===== src/sv/orl_pkg.sv =====
// Shared types, constants and helpers of the ordered record list unit.
// No dependencies; orl_ctrl and the top module refer to it by scoped names.
`timescale 1ns / 1ps
`default_nettype none

package orl_pkg;

  localparam int CAPACITY = 128;
  localparam int ADDR_W   = $clog2(CAPACITY);
  localparam int LEN_W    = $clog2(CAPACITY + 1);
  localparam int CMP_W    = ((LEN_W > 8) ? LEN_W : 8) + 1;

  localparam int KEY_W  = 64;
  localparam int NAME_W = 64;
  localparam int AGE_W  = 8;
  localparam int REC_W  = KEY_W + NAME_W + AGE_W;

  localparam int IN_TDATA_W  = 152;
  localparam int OUT_TDATA_W = 160;

  typedef enum logic [2:0] {
    CMD_CLEAR  = 3'd0,
    CMD_APPEND = 3'd1,
    CMD_INSERT = 3'd2,
    CMD_DELETE = 3'd3,
    CMD_READ   = 3'd4,
    CMD_FIND   = 3'd5
  } cmd_e;

  typedef enum logic [1:0] {
    ST_OK     = 2'd0,
    ST_FULL   = 2'd1,
    ST_BADPOS = 2'd2,
    ST_NOKEY  = 2'd3
  } status_e;

  typedef enum logic [2:0] {
    S_IDLE,
    S_DECODE,
    S_WALK,
    S_PUT,
    S_FIN
  } state_e;

  typedef struct packed {
    logic [2:0]        cmd;
    logic [7:0]        position;
    logic [KEY_W-1:0]  item_key;
    logic [NAME_W-1:0] item_name;
    logic [AGE_W-1:0]  item_age;
  } cmd_t;

  typedef struct packed {
    logic [KEY_W-1:0]  key;
    logic [NAME_W-1:0] name;
    logic [AGE_W-1:0]  age;
  } rec_t;

  typedef struct packed {
    status_e           status;
    logic [7:0]        found_position;
    logic [KEY_W-1:0]  out_key;
    logic [NAME_W-1:0] out_name;
    logic [AGE_W-1:0]  out_age;
    logic [7:0]        list_length;
  } res_t;

  function automatic logic [7:0] low_byte(input logic [CMP_W-1:0] v);
    return v[7:0];
  endfunction

endpackage

`default_nettype wire


===== src/sv/orl_ctrl.sv =====
// Command sequencer of the ordered record list: decode, position checks and
// the walk over the record RAM. Depends on orl_pkg.
`timescale 1ns / 1ps
`default_nettype none

module orl_ctrl (
  input  wire logic                       clk,
  input  wire logic                       rst,
  input  wire logic                       cmd_valid,
  output logic                            cmd_ready,
  input  wire orl_pkg::cmd_t              cmd_in,
  output logic                            res_valid,
  input  wire logic                       res_ready,
  output orl_pkg::res_t                   res,
  output logic                            we,
  output logic [orl_pkg::ADDR_W-1:0]      waddr,
  output logic [orl_pkg::REC_W-1:0]       wdata,
  output logic                            re,
  output logic [orl_pkg::ADDR_W-1:0]      raddr,
  input  wire logic [orl_pkg::REC_W-1:0]  rdata
);

  orl_pkg::state_e                 state, state_next;
  orl_pkg::cmd_t                   op, op_next;
  logic [orl_pkg::LEN_W-1:0]       len, len_next;
  logic [orl_pkg::ADDR_W-1:0]      idx, idx_next;
  logic [orl_pkg::ADDR_W-1:0]      last, last_next;
  logic [orl_pkg::ADDR_W-1:0]      pipe_addr, pipe_addr_next;
  logic                            pipe_v, pipe_v_next;
  logic                            issue_done, issue_done_next;
  orl_pkg::status_e                status, status_next;
  logic [7:0]                      fpos, fpos_next;
  orl_pkg::rec_t                   orec, orec_next;

  orl_pkg::rec_t                   rd_rec;
  orl_pkg::rec_t                   new_rec;
  orl_pkg::cmd_e                   opcode;
  logic [orl_pkg::CMP_W-1:0]       len_w, pos_w, len_m1, pos_m1, len_p1, pipe_p1;
  logic                            full;

  assign rd_rec  = orl_pkg::rec_t'(rdata);
  assign new_rec = '{key: op.item_key, name: op.item_name, age: op.item_age};
  assign opcode  = orl_pkg::cmd_e'(op.cmd);
  assign len_w   = orl_pkg::CMP_W'(len);
  assign pos_w   = orl_pkg::CMP_W'(op.position);
  assign len_m1  = len_w - orl_pkg::CMP_W'(1);
  assign len_p1  = len_w + orl_pkg::CMP_W'(1);
  assign pos_m1  = pos_w - orl_pkg::CMP_W'(1);
  assign pipe_p1 = orl_pkg::CMP_W'(pipe_addr) + orl_pkg::CMP_W'(1);
  assign full    = (len == orl_pkg::LEN_W'(orl_pkg::CAPACITY));

  always_ff @(posedge clk) begin
    if (rst) begin
      state <= orl_pkg::S_IDLE;
      len   <= '0;
    end else begin
      state <= state_next;
      len   <= len_next;
    end
  end

  always_ff @(posedge clk) begin
    op         <= op_next;
    idx        <= idx_next;
    last       <= last_next;
    pipe_addr  <= pipe_addr_next;
    pipe_v     <= pipe_v_next;
    issue_done <= issue_done_next;
    status     <= status_next;
    fpos       <= fpos_next;
    orec       <= orec_next;
  end

  always_comb begin
    state_next      = state;
    op_next         = op;
    len_next        = len;
    idx_next        = idx;
    last_next       = last;
    pipe_addr_next  = pipe_addr;
    pipe_v_next     = pipe_v;
    issue_done_next = issue_done;
    status_next     = status;
    fpos_next       = fpos;
    orec_next       = orec;
    cmd_ready       = 1'b0;
    res_valid       = 1'b0;
    we              = 1'b0;
    waddr           = pos_m1[orl_pkg::ADDR_W-1:0];
    wdata           = new_rec;
    re              = 1'b0;
    raddr           = idx;

    case (state)
      orl_pkg::S_IDLE: begin
        cmd_ready = 1'b1;
        if (cmd_valid) begin
          op_next    = cmd_in;
          state_next = orl_pkg::S_DECODE;
        end
      end

      orl_pkg::S_DECODE: begin
        status_next     = orl_pkg::ST_OK;
        fpos_next       = '0;
        orec_next       = '0;
        pipe_v_next     = 1'b0;
        issue_done_next = 1'b0;
        state_next      = orl_pkg::S_FIN;
        case (opcode)
          orl_pkg::CMD_CLEAR: begin
            len_next = '0;
          end
          orl_pkg::CMD_APPEND: begin
            if (full) begin
              status_next = orl_pkg::ST_FULL;
            end else begin
              we        = 1'b1;
              waddr     = len[orl_pkg::ADDR_W-1:0];
              len_next  = len + orl_pkg::LEN_W'(1);
              fpos_next = orl_pkg::low_byte(len_p1);
            end
          end
          orl_pkg::CMD_INSERT: begin
            if (full) begin
              status_next = orl_pkg::ST_FULL;
            end else if (pos_w == '0 || pos_w > len_p1) begin
              status_next = orl_pkg::ST_BADPOS;
            end else if (pos_w == len_p1) begin
              state_next = orl_pkg::S_PUT;
            end else begin
              idx_next   = len_m1[orl_pkg::ADDR_W-1:0];
              last_next  = pos_m1[orl_pkg::ADDR_W-1:0];
              state_next = orl_pkg::S_WALK;
            end
          end
          orl_pkg::CMD_DELETE: begin
            if (pos_w == '0 || pos_w > len_w) begin
              status_next = orl_pkg::ST_BADPOS;
            end else if (pos_w == len_w) begin
              len_next = len - orl_pkg::LEN_W'(1);
            end else begin
              idx_next   = pos_w[orl_pkg::ADDR_W-1:0];
              last_next  = len_m1[orl_pkg::ADDR_W-1:0];
              state_next = orl_pkg::S_WALK;
            end
          end
          orl_pkg::CMD_READ: begin
            if (pos_w == '0 || pos_w > len_w) begin
              status_next = orl_pkg::ST_BADPOS;
            end else begin
              idx_next   = pos_m1[orl_pkg::ADDR_W-1:0];
              last_next  = pos_m1[orl_pkg::ADDR_W-1:0];
              state_next = orl_pkg::S_WALK;
            end
          end
          orl_pkg::CMD_FIND: begin
            if (len == '0) begin
              status_next = orl_pkg::ST_NOKEY;
            end else begin
              idx_next   = '0;
              last_next  = len_m1[orl_pkg::ADDR_W-1:0];
              state_next = orl_pkg::S_WALK;
            end
          end
          default: begin
          end
        endcase
      end

      orl_pkg::S_WALK: begin
        re = !issue_done;
        if (pipe_v) begin
          case (opcode)
            orl_pkg::CMD_INSERT: begin
              we    = 1'b1;
              waddr = pipe_addr + orl_pkg::ADDR_W'(1);
              wdata = rdata;
              if (issue_done) begin
                state_next = orl_pkg::S_PUT;
              end
            end
            orl_pkg::CMD_DELETE: begin
              we    = 1'b1;
              waddr = pipe_addr - orl_pkg::ADDR_W'(1);
              wdata = rdata;
              if (issue_done) begin
                len_next   = len - orl_pkg::LEN_W'(1);
                state_next = orl_pkg::S_FIN;
              end
            end
            default: begin
              if (opcode == orl_pkg::CMD_READ || rd_rec.key == op.item_key) begin
                status_next = orl_pkg::ST_OK;
                fpos_next   = orl_pkg::low_byte(pipe_p1);
                orec_next   = rd_rec;
                state_next  = orl_pkg::S_FIN;
              end else if (issue_done) begin
                status_next = orl_pkg::ST_NOKEY;
                state_next  = orl_pkg::S_FIN;
              end
            end
          endcase
        end
        if (!issue_done) begin
          pipe_v_next    = 1'b1;
          pipe_addr_next = idx;
          if (idx == last) begin
            issue_done_next = 1'b1;
          end else if (opcode == orl_pkg::CMD_INSERT) begin
            idx_next = idx - orl_pkg::ADDR_W'(1);
          end else begin
            idx_next = idx + orl_pkg::ADDR_W'(1);
          end
        end else begin
          pipe_v_next = 1'b0;
        end
      end

      orl_pkg::S_PUT: begin
        we         = 1'b1;
        len_next   = len + orl_pkg::LEN_W'(1);
        fpos_next  = orl_pkg::low_byte(pos_w);
        state_next = orl_pkg::S_FIN;
      end

      orl_pkg::S_FIN: begin
        res_valid = 1'b1;
        if (res_ready) begin
          state_next = orl_pkg::S_IDLE;
        end
      end

      default: begin
        state_next = orl_pkg::S_IDLE;
      end
    endcase
  end

  assign res = '{
    status:         status,
    found_position: fpos,
    out_key:        orec.key,
    out_name:       orec.name,
    out_age:        orec.age,
    list_length:    orl_pkg::low_byte(len_w)
  };

  a_len_bound: assert property (@(posedge clk) disable iff (rst)
    len <= orl_pkg::LEN_W'(orl_pkg::CAPACITY))
    else $error("list length above capacity");

  a_write_busy: assert property (@(posedge clk) disable iff (rst)
    we |-> (state == orl_pkg::S_DECODE || state == orl_pkg::S_WALK
            || state == orl_pkg::S_PUT))
    else $error("record write outside a command");

  a_port_clash: assert property (@(posedge clk) disable iff (rst)
    (we && re) |-> (waddr != raddr))
    else $error("read and write on one entry in one cycle");

  a_fin_release: assert property (@(posedge clk) disable iff (rst)
    (state == orl_pkg::S_FIN && res_ready) |=> state == orl_pkg::S_IDLE)
    else $error("result taken but sequencer not idle");

  a_walk_pipe: assert property (@(posedge clk) disable iff (rst)
    (state == orl_pkg::S_WALK && issue_done) |-> pipe_v || $past(pipe_v))
    else $error("walk finished issuing with nothing in flight");

endmodule

`default_nettype wire


===== config.mk =====
export PLATFORM = sky130hd
export DESIGN_NAME = orl_ctrl
export DESIGN_NICKNAME = d
export VERILOG_FILES = /design/src/sv/orl_pkg.sv /design/src/sv/orl_ctrl.sv
export SDC_FILE = /design/constraint.sdc
export NUM_CORES = 1
export LEC_CHECK = 0
export BUFFER_PORTS_ARGS = -buffer_cell sky130_fd_sc_hd__buf_2
export CORE_AREA = 2 2 232 234
export CTS_BUF_LIST = sky130_fd_sc_hd__clkbuf_4 sky130_fd_sc_hd__clkbuf_8
export DETAILED_ROUTE_END_ITERATION = 7
export DIE_AREA = 0 0 234 236
export GPL_TIMING_DRIVEN = 0
export PLACE_DENSITY = 0.55
export SYNTH_ARGS = -nofsm -noshare
export SYNTH_HDL_FRONTEND = slang
export SYNTH_SLANG_ARGS = --single-unit

===== constraint.sdc =====
create_clock -name clk -period 21.9 [get_ports clk]
set_input_delay 1.095 -clock clk [delete_from_list [all_inputs] [get_ports clk]]
set_output_delay 1.095 -clock clk [all_outputs]
set_load 0.02 [all_outputs]

==> out/metrics.cfg, run 1 <==
[timing]
min_period_ns = 5.14
post-route-period-util = 0.235
hold-worst-slack_ns = 0.575
setup_violations = 0
slew_headroom = 0.303
rsz0062_at_grt = no
fmax_ghz = 0.194
slew_viol_final = 0
finClkSkew_ns = 0.0270
setup_tns_ns = 0
hold_viol_final = 0
worst_pin_slew_ns = 1.04

[placed_design]
place_inst = 2713
post-dp-hpwl_um = 51200
gp_routability_congestion = 0.960
port_buffers = 594

[global_routing]
first_global_vias = 13300
globalRoute.totalOverflow = 0
grt_max_degree = 61
grt_pass1_wl_um = 90500
antenna_found_initial = 15
grt_use_total = 0.229

[clock_tree]
cts_resized = 0
h-tree-depth = 3
cts_hold_buf = 0
cts.sinks = 327
insertion_delay_ns = 0.64
cts_tree = built
cts_buffer_depth = 3
clockRootBuffer = clkbuf_8
cts_buffers = 66
cts_setup_buffers = 0
clkTransAtPathRegs_ns = 0.06

[critical_path]
arrival_ns = 4.05
cp_slowest_cell = clkbuf_1
crit_path_max_fanout = 10
max_stage_delay_ns = 0.79
cp_top_family = buffers and inverters
critPathRequiredTime_ns = 20.81
path_class = reg -> out
start_kind = flip-flop
cp-end-kind = primary output
crit_chain = inv_1, ha_1, buf_6, nand3_1, clkbuf_1, clkbuf_1, nand2_1, nand2_1, buf_2
path_buf_inv = 5

[die]
row_count = 85
die_w_um = 234
core_area_mm2 = 0.0531
start_util = 0.299
io_pins = 595
fp.dieArea_mm2 = 0.0552
die_y_um = 236

[logic_synthesis]
avgSynthCellArea_um2 = 11.2
syn_area_mm2 = 0.0159
ys_seq_area_frac = 0.612
synth_ff_type = edfxtp_1
syn_inst = 1414
synth_top_area_frac = 0.598
synth.distinct_cells = 78
synth_fp_nets = 1736
synth_area_leaders = edfxtp_1, nand2_1, and2_1, xnor2_1, ha_1
yosys_warnings = 0
synth_edf_count = 316
yosys.area.top_type = edfxtp_1
ys_seq_elements = 327
async_reset_ff_frac = 0

[detailed_routing]
totalWireLength_um = 65300
vias = 13529
viasPerCell = 4.76
dr.pass1.iters = 5
routed-wl-met3_um = 5670
first_iter_violations = 937
wl_met1_um = 27500
wl_met2_um = 30200
drc = 0
routedWlPerCell_um = 23.0
highest_layer = met5
ant_nets = 0

[final_layout]
fill_cells = 5306
final_nets = 2407
syn2layout_area_growth_pct = 34.3
final_util = 0.402
drive_gt1_frac = 0.365
final_cells = 2842

[pwr]
vdd_drop_max_mv = 0.0483
leakagePower_nw = 9.26
power.density_mw_per_mm2 = 88.2
fin_total_pwr_w = 0.00188

[run]
cap_viol_max_count = 0

[run_status]
status = finished, final reports clean

[worst_hold_path]
hold_class = reg -> reg

-- cell usage after synthesis, types with 9 or more instances --
library cell    n
xnor2_1        89
and2_1        137
o21ai_0        13
nand3_1        12
buf_2          24
xor2_1         16
clkbuf_1       34
dfxtp_1        11
nand2_1       436
nand4_1        21
ha_1           33
a211oi_1        9
inv_1          23
edfxtp_1      316
a21oi_1        40
nor2_1         37
o22ai_1        19
-- routing by layer --
layer,up-vias,global-route usage
met5,-,0
met3,112,0.0664
met2,674,0.360
met4,4,0.0838
li1,6270,-
met1,6469,0.298
-- worst reg2reg max path, delay by kind of cell, from the launching register on --
| kind | cells | cell delay, ns |
|---|---|---|
| flip-flops | 1 | 0.40 |
| buffers and inverters | 4 | 0.83 |
| AO/OA/AOI/OAI | 1 | 0.41 |
| XOR/XNOR | 1 | 0.59 |
| AND/OR/NAND/NOR | 5 | 1.73 |
-- cell families after synthesis --
family,Yosys count,share of synthesized area
flops,327,0.612
simple gates,702,0.206
fa+ha+maj,35,0.0285
compound gates,144,0.0634
mux,8,0.00512
xor+xnor,105,0.0579
buf+inv,93,0.0273
-- power breakdown --
part	switching [W]	internal [W]
Sequential	0.0000353	0.000779
Combinational	0.000280	0.000140
Clock	0.000282	0.000365
Total	0.000597	0.00128
-- cell type report --
class | count | area [um^2] | share of cell area
diodes | 14 | 35.0 | 0.00164
plain buffers | 67 | 333 | 0.0156
clock buffers | 85 | 1060 | 0.0499
repair buffers | 603 | 3200 | 0.150
well taps | 696 | 871 | 0.0409
multi-input cells | 994 | 5740 | 0.270
inverters | 26 | 100 | 0.00470
clock inverters | 30 | 256 | 0.0120
flip-flops and latches | 327 | 9710 | 0.456
-- path summary, 6_finish.rpt --
kind | start | endpoint | slack [ns] | depth (start not counted)
worst max-delay path | opcode[2]$_DFFE_PP_ | wdata[80] | 16.76 | 9
worst min-delay path | raddr[3]$_DFFE_PP_ | pipe_addr[3]$_DFFE_PP_ | 0.58 | 0
worst min register to register | raddr[3]$_DFFE_PP_ | pipe_addr[3]$_DFFE_PP_ | 0.58 | 0
worst max register to register | new_rec[135]$_DFFE_PP_ | res[142]$_SDFFCE_PN0P_ | 17.62 | 11
-- state kept, by name, indices dropped and copies added (netlist names) --
name and count:
state 3, op 8, last 7, opcode 3, res 136, pipe_v 1, fpos 8, status 2
raddr 7, issue_done 1, pipe_addr 7, new_rec 136, len 8
-- per-stage QoR --
step	setup slack, ns	cell area, um^2
after floorplan	12.52	15900
after global placement	6.18	19700
after detailed placement	16.63	20000
after CTS	16.51	21300
after global routing	16.39	21300
final	16.76	21300
-- cells in the final DEF, fill, tap and decap left out, drive strengths merged, types with 26 or more instances in the layout --
cell type,n
edfxtp,316
ha,33
inv,26
and2,138
buf,635
clkbuf,119
nand2,437
a21oi,42
xnor2,89
nor2,43
No activity file was read; power rests on OpenSTA's default activity.
==> inputs of run 2 (changes only) <==
--- a/config.mk
+++ b/config.mk
@@ -5,11 +5,12 @@
 export SDC_FILE = /design/constraint.sdc
 export NUM_CORES = 1
 export LEC_CHECK = 0
+export ABC_AREA = 1
 export BUFFER_PORTS_ARGS = -buffer_cell sky130_fd_sc_hd__buf_2
-export CORE_AREA = 2 2 232 234
+export CORE_AREA = 2 2 234 236
 export CTS_BUF_LIST = sky130_fd_sc_hd__clkbuf_4 sky130_fd_sc_hd__clkbuf_8
 export DETAILED_ROUTE_END_ITERATION = 7
-export DIE_AREA = 0 0 234 236
+export DIE_AREA = 0 0 236 238
 export GPL_TIMING_DRIVEN = 0
 export PLACE_DENSITY = 0.55
 export SYNTH_ARGS = -nofsm -noshare
==> constraint.sdc (replaced) <==
create_clock -name clk -period 4.83 [get_ports clk]
set_input_delay 0.2415 -clock clk [delete_from_list [all_inputs] [get_ports clk]]
set_output_delay 0.2415 -clock clk [all_outputs]
set_load 0.02 [all_outputs]
==> out/metrics.cfg, run 2 <==
[run_status]
status = finished, final reports clean

[detailed_routing]
totalWireLength_um = 66300
viasPerCell = 4.64
drc = 0
vias = 15420
routedWlPerCell_um = 20.0
ant_nets = 0
first_iter_violations = 1055
dr.pass1.iters = 7

[clock_tree]
clockRootBuffer = clkbuf_8
clkTransAtPathRegs_ns = 0.07
cts_buffer_depth = 3
cts_tree = built
cts_setup_buffers = 0
cts.sinks = 327
cts_buffers = 59
insertion_delay_ns = 0.66
h-tree-depth = 2

[die]
io_pins = 595
row_count = 85
start_util = 0.303
die_y_um = 238
fp.dieArea_mm2 = 0.0562
die_w_um = 236
core_area_mm2 = 0.0535

[final_layout]
final_nets = 2899
layout_common_cells = buf_2, nand2_1, edfxtp_1, dlygate4sd3_1, inv_1
drive_gt1_frac = 0.310
final_util = 0.457
syn2layout_area_growth_pct = 50.7
final_common_cell = buf_2

[global_routing]
antenna_found_initial = 3
grt_pass1_wl_um = 96900
grt_max_degree = 30
globalRoute.totalOverflow = 0
grt_use_total = 0.228
first_global_vias = 15789

[logic_synthesis]
ys_seq_area_frac = 0.599
avgSynthCellArea_um2 = 10.0
syn_area_mm2 = 0.0162
synth_fp_nets = 1943
synth.distinct_cells = 53
synth_common_cells = nand2_1, edfxtp_1, inv_1
synth_area_leaders = edfxtp_1, nand2_1, inv_1, nor2_1, a22o_1
syn_inst = 1621
synth_top_area_frac = 0.585
synth_ff_type = edfxtp_1
async_reset_ff_frac = 0
synthMostInstantiatedCell = nand2_1
ys_seq_elements = 327
yosys.area.top_type = edfxtp_1
synth_edf_count = 316
yosys_warnings = 0

[critical_path]
reg2reg_depth = 17
arrival_ns = 4.08
start_kind = flip-flop
regToRegEndpoint = raddr[0]$_DFFE_PP_
r2r_start = len[0]$_SDFFE_PP0P_
path_class = reg -> out
r2r_slack_ns = 0.69
cp-end-kind = primary output
crit_path_max_fanout = 10
critPathRequiredTime_ns = 4.59

[timing]
setup_tns_ns = 0
slew_headroom = 0.293
slew_viol_final = 0
setup_violations = 0
finClkSkew_ns = 0.0386
post-route-period-util = 0.895
rsz0062_at_grt = no
worst_pin_slew_ns = 1.06
min_period_ns = 4.32
fmax_ghz = 0.231
hold_viol_final = 0

[worst_hold_path]
min_from = cmd_valid
holdPathEnd = new_rec[77]$_DFFE_PP_
worstHoldPathCells = 3
hold_class = in -> reg

[pwr]
power.density_mw_per_mm2 = 386
vdd_drop_max_mv = 0.254
leakagePower_nw = 11.4

[run]
cap_viol_max_count = 0

[placed_design]
gp_routability_congestion = 0.922
post-dp-hpwl_um = 50800
port_buffers = 594

-- run 2: cell count changes in the layout (fill, tap and decap cells not counted), moves of 22 or more --
cell,delta
dlygate4sd3_1,+285
nand2_1,-93
o21ai_1,+60
o21ai_0,+22
nor2_1,+153
a22o_1,+80
nor2_2,+51
inv_1,+236
xnor2_1,-77
and2_1,-134
-- run 2: worst max path at each step --
stage	startpoint	end	slack (ns)	depth (start not counted)
5_1_grt	opcode[2]$_DFFE_PP_	wdata[93]	0.18	9
3_3_place_gp	state[1]$_SDFFE_PP0P_	new_rec[118]$_DFFE_PP_	-2.22	3
4_1_cts	opcode[2]$_DFFE_PP_	wdata[93]	0.27	9
3_5_place_dp	len[0]$_SDFFE_PP0P_	raddr[1]$_DFFE_PP_	0.78	17
2_1_floorplan	state[0]$_SDFFE_PP0P_	new_rec[0]$_DFFE_PP_	0.33	3
6_report	opcode[2]$_DFFE_PP_	wdata[93]	0.51	9
-- run 2: kinds of logic (layout without fill, tap and decap cells) --
family	after synthesis	in the layout	synth area share
other	0	4	0
multiplexers	1	1	0.000617
buffers and inverters	328	1329	0.0813
flip-flops	327	327	0.599
AO/OA/AOI/OAI	254	254	0.106
AND/OR/NAND/NOR	637	637	0.165
XOR/XNOR	39	39	0.0211
adder cells (fa/ha/maj)	35	35	0.0279
-- run 2: final cells by class --
class	count	area, um^2
diodes	4	10.0
plain buffers	53	285
clock buffers	77	947
clock inverters	29	189
fillers	5093	29100
inverters	275	1030
multi-input cells	966	5210
flip-flops and latches	327	9710
well taps	696	871
repair buffers	895	6170
-- run 2: per-layer routing --
layer,wire (um),share of wire,GRT usage
met2,32700,0.49,0.398
met3,4840,0.073,0.0493
met4,1750,0.026,0.0660
met5,0,0,0
met1,27000,0.41,0.283
-- run 2: worst max-delay path, cell delays in order (launching register included) --
cell and delay [ns]:
edfxtp_1 0.47, inv_1 0.12, ha_1 0.45, nand2_1 0.17, inv_2 0.38, clkbuf_1 0.72, clkbuf_1 0.52, nand2_1 0.10
o21ai_1 0.22, buf_2 0.26
-- run 2: stage by stage --
step	setup slack [ns]	instances	power, W	hold slack (ns)	area, um^2
2_1_floorplan	0.327	1621	0.00551	0.311	16200
3_3_place_gp	-2.22	2911	0.00659	0.419	20100
3_5_place_dp	0.781	2926	0.00669	0.420	20400
4_1_cts	0.273	3318	0.00951	0.0869	24400
5_1_grt	0.178	3320	0.00989	0.121	24400
6_report	0.506	3322	0.00943	0.143	24400
-- run 2: timing repair --
action | in CTS | in global routing
endpoints found under the hold margin | 287 | 0
resized for setup | 0 | 0
hold buffers | 286 | 0
-- run 2: where the power goes --
| part | switching, W | internal [W] |
|---|---|---|
| Combinational | 0.00190 | 0.00105 |
| Clock | 0.00121 | 0.00138 |
| Sequential | 0.000215 | 0.00367 |
| Total | 0.00332 | 0.00610 |
==> inputs of run 3 (changes only) <==
==> config.mk (replaced) <==
export PLATFORM = sky130hd
export DESIGN_NAME = orl_ctrl
export DESIGN_NICKNAME = d
export VERILOG_FILES = /design/src/sv/orl_pkg.sv /design/src/sv/orl_ctrl.sv
export SDC_FILE = /design/constraint.sdc
export NUM_CORES = 1
export LEC_CHECK = 0
export ABC_AREA = 1
export CORE_AREA = 2 2 233 235
export CTS_BUF_LIST = sky130_fd_sc_hd__clkbuf_4 sky130_fd_sc_hd__clkbuf_8
export CTS_CLUSTER_DIAMETER = 120
export DETAILED_ROUTE_END_ITERATION = 7
export DIE_AREA = 0 0 235 237
export DONT_BUFFER_PORTS = 1
export GPL_TIMING_DRIVEN = 0
export PLACE_DENSITY = 0.46
export SYNTH_ARGS = -nofsm -noshare
export SYNTH_HDL_FRONTEND = slang
export SYNTH_SLANG_ARGS = --single-unit
==> constraint.sdc (replaced) <==
create_clock -name clk -period 4.83 [get_ports clk]
set_input_delay 0.2415 -clock clk [delete_from_list [all_inputs] [get_ports clk]]
set_output_delay 0.2415 -clock clk [all_outputs]
set_load 0.005 [all_outputs]
==> out/metrics.cfg, run 3 (synthesis gave the netlist of run 2 again) <==
[clock_tree]
clockRootBuffer = clkbuf_8
cts_tree = built
insertion_delay_ns = 0.66
cts_resized = 0
cts_buffers = 61
clkTransAtPathRegs_ns = 0.07
cts_hold_buf = 287
cts_setup_buffers = 0
h-tree-depth = 2
cts_buffer_depth = 3
cts.sinks = 327

[global_routing]
grt_pass1_wl_um = 91800
grt_max_degree = 27
antenna_found_initial = 8
grt_use_total = 0.221
globalRoute.totalOverflow = 0
first_global_vias = 13450

[detailed_routing]
totalWireLength_um = 64300
dr.pass1.iters = 5
drc = 0
ant_nets = 0
vias = 13458
first_iter_violations = 778
viasPerCell = 4.91
routedWlPerCell_um = 23.5

[timing]
post-route-period-util = 0.870
rsz0062_at_grt = no
finClkSkew_ns = 0.0350
slew_viol_final = 0
slew_headroom = 0.246
min_period_ns = 4.20
hold_viol_final = 0
setup_violations = 0
fmax_ghz = 0.238
worst_pin_slew_ns = 1.13
fin_ws_ns = 0.629
hold-worst-slack_ns = 0.213

[die]
fp.dieArea_mm2 = 0.0557
start_util = 0.304
core_area_mm2 = 0.0533
row_count = 85
io_pins = 595
die_y_um = 237
die_w_um = 235

[critical_path]
r2r_start = len[0]$_SDFFE_PP0P_
cp-end-kind = flip-flop
cp-startpoint = len[0]$_SDFFE_PP0P_
start_kind = flip-flop
reg2reg_depth = 17
critPathRequiredTime_ns = 5.10
regToRegEndpoint = raddr[1]$_DFFE_PP_
endpoint = raddr[1]$_DFFE_PP_
arrival_ns = 4.47
r2r_slack_ns = 0.63
path_class = reg -> reg
crit_path_max_fanout = 8

[final_layout]
layout_common_cells = nand2_1, edfxtp_1, dlygate4sd3_1, inv_1, nor2_1
final_nets = 2310
drive_gt1_frac = 0.114
syn2layout_area_growth_pct = 33.3
multi_input_area_mm2 = 0.00521
final_util = 0.406
fill_cells = 5136
ff_latch_area_mm2 = 0.00971
fin_area_mm2 = 0.0216
final_common_cell = nand2_1

[run]
cap_viol_max_count = 0

[placed_design]
post-dp-hpwl_um = 48200
place_ws_ns = 0.705
placed_cell_area_mm2 = 0.0175
port_buffers = 0
gp_routability_congestion = 0.901

[pwr]
leakagePower_nw = 9.13
power.density_mw_per_mm2 = 406
fin_total_pwr_w = 0.00878
vdd_drop_max_mv = 0.229

[worst_hold_path]
hold_class = in -> reg

[run_status]
status = finished, final reports clean

## run 3: changes by cell type in the layout (fill, tap and decap cells not counted), sizes merged
cell and delta:
clkbuf +4, clkinv +1, buf -592, bufinv +2
dlygate4sd3 +1, diode +1, clkinvlp +1
## run 3: power breakdown
| part | switching, W | leakage [nW] | internal [W] |
|---|---|---|---|
| registers | 0.000321 | 3.11 | 0.00369 |
| clock network | 0.00125 | 0.671 | 0.00158 |
| logic | 0.00122 | 5.34 | 0.000726 |
| total | 0.00279 | 9.13 | 0.00599 |
## run 3: layout make-up
class / count / share of cell area
diodes: 5 / 0.000579
plain buffers: 53 / 0.0132
clock buffers: 81 / 0.0466
clock inverters: 33 / 0.0122
inverters: 275 / 0.0478
multi-input cells: 966 / 0.241
flip-flops and latches: 327 / 0.449
well taps: 696 / 0.0403
repair buffers: 304 / 0.149
## run 3: worst min path at each step
stage | slack (ns) | end | depth (start not counted) | start
finish | 0.21 | new_rec[127]$_DFFE_PP_ | 1 | cmd_in[127]
global route | 0.17 | op[143]$_DFFE_PP_ | 1 | cmd_in[143]
CTS | 0.13 | op[141]$_DFFE_PP_ | 1 | cmd_in[141]
detailed placement | 0.32 | state[2]$_SDFFE_PP0P_ | 1 | rst
global placement | 0.32 | state[1]$_SDFFE_PP0P_ | 1 | rst
floorplan | 0.31 | state[1]$_SDFFE_PP0P_ | 1 | rst
## run 3: routing by layer
metal / global-route usage / up-vias / part of all wire
met5: 0 / - / 0.00017
met3: 0.0595 / 89 / 0.083
li1: - / 6167 / -
met1: 0.272 / 6615 / 0.40
met2: 0.380 / 585 / 0.49
met4: 0.0639 / 2 / 0.021
## run 3: per-stage QoR
stage / TNS [ns] / std cells
6_report: 0 / 2740
3_5_place_dp: 0 / 2334
4_1_cts: 0 / 2735
2_1_floorplan: 0 / 1621
3_3_place_gp: -421.28 / 2317
5_1_grt: 0 / 2740
## run 3: worst max-delay path: stages (launching register included)
cell	delay [ns]
dfxtp_1	0.69
inv_2	0.23
nor3_1	0.23
inv_1	0.07
nor2_1	0.09
inv_1	0.08
nor2_1	0.09
nand2_1	0.06
xor2_1	0.30
inv_1	0.11
ha_1	0.31
nand3_1	0.09
a21oi_1	0.05
nand2_1	0.09
nor2_1	0.07
nor4_1	0.33
o211ai_1	0.16
a21oi_1	0.75
